## src/sv/assert_macros.svh

```systemverilog
// Assertion macros shared by the dimmer RTL.
// Each macro samples on the rising edge of clk and is disabled while rst_n is low.
`ifndef ASSERT_MACROS_SVH
`define ASSERT_MACROS_SVH

// A property that must hold at every clock edge.
`define MPCD_ASSERT(label, prop, msg) \
    label: assert property (@(posedge clk) disable iff (!rst_n) (prop)) \
        else $error(msg);

// When the antecedent holds, the consequent must hold in the next cycle.
`define MPCD_ASSERT_NEXT(label, ante, cons, msg) \
    label: assert property (@(posedge clk) disable iff (!rst_n) (ante) |=> (cons)) \
        else $error(msg);

`endif

```

## src/sv/mpcd_pkg.sv

```systemverilog
`timescale 1ns / 1ps

package mpcd_pkg;

    // Fixed field widths of the transaction payloads.
    localparam int ACTION_W = 2;
    localparam int CHAN_W   = 5;
    localparam int LEVEL_W  = 7;
    localparam int DRIVE_W  = 17;

    // Default configuration of the block.
    localparam int CHANNELS_DEF  = 17;
    localparam int LEVEL_MAX_DEF = 100;

    typedef enum logic [ACTION_W-1:0] {
        ACT_TICK       = 2'd0,
        ACT_ZERO_CROSS = 2'd1,
        ACT_WRITE      = 2'd2
    } action_t;

    typedef enum logic [1:0] {
        ST_IDLE,
        ST_SWEEP,
        ST_FINISH
    } state_t;

endpackage

```

## src/sv/multichannel_phase_cut_dimmer_top.sv

```systemverilog
`timescale 1ns / 1ps

// Channel   Direction  Handshake            Payload
// input     in         in_valid / in_stall  action, channel, level
// output    out        out_valid / out_stall drive
//
// A timer tick or a zero-cross transaction holds off the next acceptance until its
// channel sweep has run and its drive word is in the output register; the sweep
// reads one channel's levels from the level memories and decides it in the shared
// compare unit each cycle. A level write, or an unused action code, needs no sweep.
// Reset is asynchronous and active low; it clears the phase step, all drive bits
// and the level memories' valid bits, so that every level reads as zero.
// A stalled output holds its transaction in the output register. The input is stalled
// while a sweep runs or waits to report, or while that register is full and stalled.

module multichannel_phase_cut_dimmer_top #(
    parameter int CHANNELS  = mpcd_pkg::CHANNELS_DEF,
    parameter int LEVEL_MAX = mpcd_pkg::LEVEL_MAX_DEF
) (
    input  logic                          clk,
    input  logic                          rst_n,
    input  logic                          in_valid,
    output logic                          in_stall,
    input  logic [mpcd_pkg::ACTION_W-1:0] action,
    input  logic [mpcd_pkg::CHAN_W-1:0]   channel,
    input  logic [mpcd_pkg::LEVEL_W-1:0]  level,
    output logic                          out_valid,
    input  logic                          out_stall,
    output logic [mpcd_pkg::DRIVE_W-1:0]  drive
);

    import mpcd_pkg::*;

    // Address width of the per-channel level memories and width of a stored level.
    localparam int AW = (CHANNELS > 1) ? $clog2(CHANNELS) : 1;
    localparam int LW = $clog2(LEVEL_MAX + 1);

    logic          pend_wr_en;
    logic [AW-1:0] pend_wr_addr;
    logic [LW-1:0] pend_wr_data;
    logic          act_wr_en;
    logic [AW-1:0] act_wr_addr;
    logic [LW-1:0] act_wr_data;
    logic          rd_en;
    logic [AW-1:0] rd_addr;
    logic [LW-1:0] pend_rd_data;
    logic [LW-1:0] act_rd_data;

    // The sequencer owns the phase step, the drive bits and both handshakes.
    mpcd_ctrl #(
        .CHANNELS  (CHANNELS),
        .LEVEL_MAX (LEVEL_MAX),
        .AW        (AW),
        .LW        (LW)
    ) u_ctrl (
        .clk          (clk),
        .rst_n        (rst_n),
        .in_valid     (in_valid),
        .in_stall     (in_stall),
        .action       (action),
        .channel      (channel),
        .level        (level),
        .out_valid    (out_valid),
        .out_stall    (out_stall),
        .drive        (drive),
        .pend_wr_en   (pend_wr_en),
        .pend_wr_addr (pend_wr_addr),
        .pend_wr_data (pend_wr_data),
        .act_wr_en    (act_wr_en),
        .act_wr_addr  (act_wr_addr),
        .act_wr_data  (act_wr_data),
        .rd_en        (rd_en),
        .rd_addr      (rd_addr),
        .pend_rd_data (pend_rd_data),
        .act_rd_data  (act_rd_data)
    );

    // Pending levels, written by level-write transactions.
    mpcd_level_ram #(
        .DEPTH (CHANNELS),
        .AW    (AW),
        .DW    (LW)
    ) u_pend_ram (
        .clk     (clk),
        .rst_n   (rst_n),
        .wr_en   (pend_wr_en),
        .wr_addr (pend_wr_addr),
        .wr_data (pend_wr_data),
        .rd_en   (rd_en),
        .rd_addr (rd_addr),
        .rd_data (pend_rd_data)
    );

    // Active levels, loaded from the pending levels during a sweep.
    mpcd_level_ram #(
        .DEPTH (CHANNELS),
        .AW    (AW),
        .DW    (LW)
    ) u_act_ram (
        .clk     (clk),
        .rst_n   (rst_n),
        .wr_en   (act_wr_en),
        .wr_addr (act_wr_addr),
        .wr_data (act_wr_data),
        .rd_en   (rd_en),
        .rd_addr (rd_addr),
        .rd_data (act_rd_data)
    );

endmodule

```

## src/sv/mpcd_level_ram.sv

```systemverilog
`timescale 1ns / 1ps

module mpcd_level_ram #(
    parameter int DEPTH = mpcd_pkg::CHANNELS_DEF,
    parameter int AW    = 5,
    parameter int DW    = 7
) (
    input  logic          clk,
    input  logic          rst_n,
    input  logic          wr_en,
    input  logic [AW-1:0] wr_addr,
    input  logic [DW-1:0] wr_data,
    input  logic          rd_en,
    input  logic [AW-1:0] rd_addr,
    output logic [DW-1:0] rd_data
);

    import mpcd_pkg::*;

    // Entries that have never been written since reset read as zero.
    logic [DW-1:0]    mem [DEPTH];
    logic [DEPTH-1:0] valid_reg;
    logic [DW-1:0]    rdata_reg;
    logic             rvalid_reg;

    always_ff @(posedge clk)
    begin
        if (wr_en)
        begin
            mem[wr_addr] <= wr_data;
        end
        if (rd_en)
        begin
            rdata_reg <= mem[rd_addr];
        end
    end

    always_ff @(posedge clk or negedge rst_n)
    begin
        if (!rst_n)
        begin
            valid_reg  <= '0;
            rvalid_reg <= 1'b0;
        end
        else
        begin
            if (wr_en)
            begin
                valid_reg[wr_addr] <= 1'b1;
            end
            if (rd_en)
            begin
                rvalid_reg <= valid_reg[rd_addr];
            end
        end
    end

    assign rd_data = rvalid_reg ? rdata_reg : '0;

endmodule

```

## src/sv/mpcd_ctrl.sv

```systemverilog
`timescale 1ns / 1ps
`include "assert_macros.svh"

module mpcd_ctrl #(
    parameter int CHANNELS  = mpcd_pkg::CHANNELS_DEF,
    parameter int LEVEL_MAX = mpcd_pkg::LEVEL_MAX_DEF,
    parameter int AW        = 5,
    parameter int LW        = 7
) (
    input  logic                         clk,
    input  logic                         rst_n,
    input  logic                         in_valid,
    output logic                         in_stall,
    input  logic [mpcd_pkg::ACTION_W-1:0] action,
    input  logic [mpcd_pkg::CHAN_W-1:0]   channel,
    input  logic [mpcd_pkg::LEVEL_W-1:0]  level,
    output logic                         out_valid,
    input  logic                         out_stall,
    output logic [mpcd_pkg::DRIVE_W-1:0]  drive,
    output logic                         pend_wr_en,
    output logic [AW-1:0]                pend_wr_addr,
    output logic [LW-1:0]                pend_wr_data,
    output logic                         act_wr_en,
    output logic [AW-1:0]                act_wr_addr,
    output logic [LW-1:0]                act_wr_data,
    output logic                         rd_en,
    output logic [AW-1:0]                rd_addr,
    input  logic [LW-1:0]                pend_rd_data,
    input  logic [LW-1:0]                act_rd_data
);

    import mpcd_pkg::*;

    localparam int CW         = $clog2(CHANNELS + 1);
    localparam int SAT_W      = LEVEL_W + 1;
    localparam int CHAN_CMP_W = CHAN_W + 2;

    state_t            state_reg,     state_next;
    logic [CW-1:0]     cnt_reg,       cnt_next;
    logic [LW-1:0]     step_reg,      step_next;
    logic              is_zc_reg,     is_zc_next;
    logic              proc_valid_reg, proc_valid_next;
    logic [AW-1:0]     proc_idx_reg,  proc_idx_next;
    logic [CHANNELS-1:0] drive_reg,   drive_next;
    logic              out_valid_reg, out_valid_next;
    logic [DRIVE_W-1:0] drive_out_reg, drive_out_next;

    logic               accept;
    logic               out_free;
    logic               period_end;
    logic               sweep_more;
    logic [SAT_W-1:0]   level_ext;
    logic [DRIVE_W-1:0] drive_pack;

    // Only the low channels appear on the drive port.
    for (genvar b = 0; b < DRIVE_W; b++)
    begin : g_pack
        if (b < CHANNELS)
        begin : g_on
            assign drive_pack[b] = drive_reg[b];
        end
        else
        begin : g_off
            assign drive_pack[b] = 1'b0;
        end
    end

    assign in_stall   = (state_reg != ST_IDLE) || (out_valid_reg && out_stall);
    assign accept     = in_valid && !in_stall;
    assign out_free   = !out_valid_reg || !out_stall;
    assign period_end = step_reg >= LW'(LEVEL_MAX);
    assign sweep_more = cnt_reg < CW'(CHANNELS);
    assign level_ext  = {1'b0, level};

    assign pend_wr_addr = AW'(channel);
    assign pend_wr_data = (level_ext > SAT_W'(LEVEL_MAX)) ? LW'(LEVEL_MAX) : LW'(level_ext);
    assign act_wr_addr  = proc_idx_reg;
    assign rd_addr      = cnt_reg[AW-1:0];

    assign out_valid = out_valid_reg;
    assign drive     = drive_out_reg;

    always_ff @(posedge clk or negedge rst_n)
    begin
        if (!rst_n)
        begin
            state_reg      <= ST_IDLE;
            cnt_reg        <= '0;
            step_reg       <= '0;
            is_zc_reg      <= 1'b0;
            proc_valid_reg <= 1'b0;
            drive_reg      <= '0;
            out_valid_reg  <= 1'b0;
        end
        else
        begin
            state_reg      <= state_next;
            cnt_reg        <= cnt_next;
            step_reg       <= step_next;
            is_zc_reg      <= is_zc_next;
            proc_valid_reg <= proc_valid_next;
            drive_reg      <= drive_next;
            out_valid_reg  <= out_valid_next;
        end
    end

    always_ff @(posedge clk)
    begin
        proc_idx_reg  <= proc_idx_next;
        drive_out_reg <= drive_out_next;
    end

    always_comb
    begin
        state_next      = state_reg;
        cnt_next        = cnt_reg;
        step_next       = step_reg;
        is_zc_next      = is_zc_reg;
        proc_valid_next = 1'b0;
        proc_idx_next   = proc_idx_reg;
        drive_next      = drive_reg;
        out_valid_next  = out_valid_reg;
        drive_out_next  = drive_out_reg;
        pend_wr_en      = 1'b0;
        act_wr_en       = 1'b0;
        act_wr_data     = pend_rd_data;
        rd_en           = 1'b0;

        if (out_valid_reg && !out_stall)
        begin
            out_valid_next = 1'b0;
        end

        unique case (state_reg)
            ST_IDLE:
            begin
                if (accept)
                begin
                    unique case (action)
                        ACT_TICK:
                        begin
                            is_zc_next = 1'b0;
                            cnt_next   = '0;
                            state_next = ST_SWEEP;
                        end
                        ACT_ZERO_CROSS:
                        begin
                            is_zc_next = 1'b1;
                            step_next  = '0;
                            cnt_next   = '0;
                            state_next = ST_SWEEP;
                        end
                        ACT_WRITE:
                        begin
                            pend_wr_en     = CHAN_CMP_W'(channel) < CHAN_CMP_W'(CHANNELS);
                            out_valid_next = 1'b1;
                            drive_out_next = drive_pack;
                        end
                        default:
                        begin
                            out_valid_next = 1'b1;
                            drive_out_next = drive_pack;
                        end
                    endcase
                end
            end
            ST_SWEEP:
            begin
                // Read channel cnt while the channel before it is decided.
                rd_en           = sweep_more;
                proc_valid_next = sweep_more;
                proc_idx_next   = cnt_reg[AW-1:0];
                cnt_next        = cnt_reg + CW'(1);
                if (!sweep_more)
                begin
                    state_next = ST_FINISH;
                    if (!is_zc_reg)
                    begin
                        step_next = period_end ? '0 : step_reg + LW'(1);
                    end
                end
            end
            ST_FINISH:
            begin
                if (out_free)
                begin
                    out_valid_next = 1'b1;
                    drive_out_next = drive_pack;
                    state_next     = ST_IDLE;
                end
            end
            default:
            begin
                state_next = ST_IDLE;
            end
        endcase

        // Shared compare unit: one channel is decided each cycle.
        if (proc_valid_reg)
        begin
            if (is_zc_reg)
            begin
                act_wr_en = 1'b1;
            end
            else if ((pend_rd_data != '0) || (act_rd_data != '0))
            begin
                priority if (step_reg == act_rd_data)
                begin
                    drive_next[proc_idx_reg] = 1'b0;
                end
                else if (step_reg == '0)
                begin
                    drive_next[proc_idx_reg] = 1'b1;
                end
                else if (period_end)
                begin
                    act_wr_en = 1'b1;
                end
            end
        end
    end

    `MPCD_ASSERT(a_step_range, step_reg <= LW'(LEVEL_MAX), "phase step beyond maximum level")
    `MPCD_ASSERT_NEXT(a_step_held, (state_reg == ST_SWEEP) && sweep_more, $stable(step_reg), "phase step moved during a channel sweep")
    `MPCD_ASSERT_NEXT(a_zc_clears, accept && (action == ACT_ZERO_CROSS), step_reg == '0, "zero-cross did not clear the phase step")
    `MPCD_ASSERT_NEXT(a_drive_quiet, !proc_valid_reg, $stable(drive_reg), "drive changed outside channel processing")
    `MPCD_ASSERT(a_proc_in_sweep, !proc_valid_reg || (state_reg == ST_SWEEP), "channel processed outside a sweep")

endmodule

```

## config.mk

```make
export PLATFORM = sky130hd
export DESIGN_NAME = multichannel_phase_cut_dimmer_top
export DESIGN_NICKNAME = d
export VERILOG_FILES = /design/src/sv/mpcd_pkg.sv /design/src/sv/multichannel_phase_cut_dimmer_top.sv /design/src/sv/mpcd_level_ram.sv /design/src/sv/mpcd_ctrl.sv
export VERILOG_INCLUDE_DIRS = /design/src /design/src/sv
export SDC_FILE = /design/constraint.sdc
export NUM_CORES = 1
export LEC_CHECK = 0
export BUFFER_PORTS_ARGS = -buffer_cell sky130_fd_sc_hd__buf_2
export CORE_UTILIZATION = 56
export CTS_CLUSTER_SIZE = 20
export DETAILED_ROUTE_END_ITERATION = 10
export HOLD_SLACK_MARGIN = 0.05
export PLACE_DENSITY = 0.86
export SLEW_MARGIN = 0
export SYNTH_ARGS = -nofsm -noshare
export SYNTH_HDL_FRONTEND = slang
export SYNTH_SLANG_ARGS = --single-unit
```

## constraint.sdc

```tcl
create_clock -name clk -period 2.6 [get_ports clk]
set_input_delay 0 -clock clk [delete_from_list [all_inputs] [get_ports clk]]
set_output_delay 0 -clock clk [all_outputs]
set_load 0.02 [all_outputs]
```

==> metrics.md <==
| Metric | Value |
|---|---|
| Endpoint class of the critical path | `flip-flop` |
| Synth cell types | `58` |
| CTS Buf Count | `34` |
| H-tree depth | `2` |
| Flop-to-flop setup slack | `0.03 ns` |
| Syn Std Cell Area | `0.0140 mm2` |
| Post-synthesis async set-or-reset flop share | `0.203` |
| Area contributors post-synth | `edfxtp_1 59%, mux4_2 13%, dfrtp_1 13%` |
| Root Driver | `clkbuf_16` |
| Clk sink count | `344` |
| Design area | `0.0164 mm2` |
| Vias | `8271` |
| I/O pin total | `37` |
| DRC | `0` |
| HPWL after DPL | `19800 um` |
| P_leak | `5.76 nW` |
| Sequential fraction of the synthesis area | `0.712` |
| Place WS | `-0.192 ns` |
| Starting Density | `0.574` |
| Post-synthesis instance total | `784` |
| First-pass GRT wire length | `50700 um` |
| Synth warnings | `0` |
| Worst skew pair latency | `0.53 ns` |
| WP data arrival | `3.00 ns` |
| Power per Cell Area | `1110 mW/mm2` |
| Setup CP Type | `flip-flop to flip-flop` |
| Layout cells sized above 1 | `0.296` |
| # fillers | `1492` |
| Area leader, netlist | `edfxtp_1` |
| FF-to-FF path depth | `8` |
| WL/cell | `26.3 um` |
| Mapped Nets | `805` |
| Die Y-Extent | `160 um` |
| Startpoint types | `flip-flop` |
| Row Count | `57` |
| Final setup violation count | `0` |
| Buffers on Ports | `36` |
| Clock tree buffer depth | `3` |
| Minimum clock period after layout | `2.57 ns` |
| Commonest non-fill, non-tap cell in the layout | `edfxtp_1` |
| Slew Limit Fails | `0` |
| Max-Cap Viols | `0` |
| Worst-Margin Slew | `1.13 ns` |
| Total GRT Usage | `0.265` |
| Syn_area_per_cell | `17.9 um2` |
| GRT overflow | `0` |
| 1st-iter DRT viols | `982` |
| Die area | `0.0256 mm2` |
| Final WS setup | `0.0337 ns` |
| Most frequent cells in the layout | `274 x edfxtp_1, 78 x mux4_2, 67 x dfrtp_1` |
| N_diodes | `0` |
| Number of synthesized flops with an enable pin | `274` |
| Area post-placement | `0.0150 mm2` |
| Top FF cell, synth | `edfxtp_1` |
| Die width | `160 um` |
| Initial antenna violation count | `0` |
| Clk_skew | `0.0324 ns` |
| Status | `finished clean` |
| RSZ-0062 raised after global routing | `true` |
| VDD IR-drop max | `0.000916 V` |
| WL final | `32900 um` |
| Vias/cell | `6.61` |
| Core area | `0.0244 mm2` |
| Clock slew at reported path FFs | `0.06 ns` |
| Top flop regs | `u_act_ram.mem x119, u_pend_ram.mem x119` |
| TritonCTS clock tree | `yes` |
| Final Net Count | `923` |
| RePlAce Congestion | `0.820` |
| Hold WC Path Type | `input port to async pin` |
| Synthesis-to-finish area growth | `17.1%` |
| DRT antenna net count | `0` |
| Vias in the first global route | `8415` |
| Normalized max-slew margin | `0.242` |
| Share of the synthesized area in the top cell type | `0.587` |
| Hold Vio Cnt, Final | `0` |
| Post-synthesis register bit count | `344` |
| Period Utilization, post-route | `0.987` |
| Crit path max fanout | `4` |
| Largest net degree at the start of global routing | `35` |
| RR Startpoint | `u_ctrl.step_reg[1]` |
| FMAX | `390 MHz` |
| DRT Pass-1 Iters | `5` |
| CP required | `3.03 ns` |
## synthesized netlist by cell type (7+ instances only)
cell / instances
and2_1: 11
o21bai_1: 20
a21oi_1: 25
o21ai_0: 11
nor2b_1: 7
mux2_2: 15
inv_1: 24
edfxtp_1: 274
a31oi_1: 19
mux4_2: 78
dfrtp_1: 70
o41ai_1: 17
nand3_1: 11
xor2_1: 7
buf_1: 12
clkbuf_1: 16
nor2_1: 37
nor4_1: 16
nand2_1: 25
buf_2: 11
## worst max path at each step
stage,from,endpoint,cells past startpoint
floorplan,u_ctrl.step_reg[3],u_act_ram.mem[10][0],7
global placement,u_act_ram.rvalid_reg,u_act_ram.mem[13][6],6
detailed placement,u_act_ram.rvalid_reg,u_act_ram.mem[5][5],6
CTS,u_act_ram.rdata_reg[6],u_act_ram.mem[6][4],6
global route,u_ctrl.step_reg[1],flip-flop,8
finish,u_ctrl.step_reg[1],flip-flop,8
## worst max-delay path: stages (launching register included)
cell and delay [ns]:
dfrtp_1 0.42, buf_4 0.17, inv_1 0.06, ha_1 0.14, nor4b_1 0.43, nand4_1 0.29, nor3b_1 0.60, a21oi_1 0.17
a31oi_1 0.20
## what timing repair did
item	4_1_cts	5_1_grt
pin swaps	1	2
endpoints found under the hold margin	132	0
buffers inserted	0	1
hold buffers	17	0
gates resized for setup	2	2
cloned	1	0
endpoints found under the setup margin	128	178
## final cells by class
| cell class | instances | area, um2 | area share |
|---|---|---|---|
| clock inverter | 13 | 171 | 0.0104 |
| multi-input combinational | 370 | 3730 | 0.228 |
| timing repair buffer | 127 | 1010 | 0.0613 |
| inverter | 25 | 93.8 | 0.00572 |
| sequential | 344 | 9990 | 0.609 |
| clock buffer | 49 | 1010 | 0.0616 |
| tap | 324 | 405 | 0.0247 |
## layer usage
metal  routed length, um  up-vias  GRT usage
met5                   0        -          0
met4                1120        0      0.105
met3                2570       78     0.0395
met2               17300      512      0.459
met1               11900     4285      0.339
li1                    -     3396          -
## report_power, final
group	internal (W)	total, W	switching (W)
Clock	0.00312	0.00518	0.00207
Sequential	0.00699	0.00757	0.000584
Combinational	0.00242	0.00553	0.00311
Total	0.0125	0.0183	0.00576
## logic make-up (layout without fill, tap and decap cells)
| family | count (synthesis) | after routing | share of synthesized area |
|---|---|---|---|
| flops | 344 | 344 | 0.712 |
| simple gates | 148 | 149 | 0.0575 |
| compound gates | 118 | 118 | 0.0619 |
| mux | 93 | 93 | 0.137 |
| buf+inv | 71 | 214 | 0.0236 |
| xor+xnor | 7 | 7 | 0.00438 |
| fa+ha+maj | 3 | 3 | 0.00268 |
## metrics by stage
stage	util	hold slack [ns]	power, W	std cells	TNS (ns)
finish	0.673	0.0913	0.0183	1252	0
global route	0.673	0.0986	0.0189	1252	-0.506
CTS	0.672	0.0557	0.0182	1251	0
detailed placement	0.615	-0.0272	0.0129	1171	-17.16
global placement	0.615	-0.0272	0.0127	1171	-20.96
floorplan	-	-0.296	0.0111	784	-2.43
No activity file was read; power rests on OpenSTA's default activity.
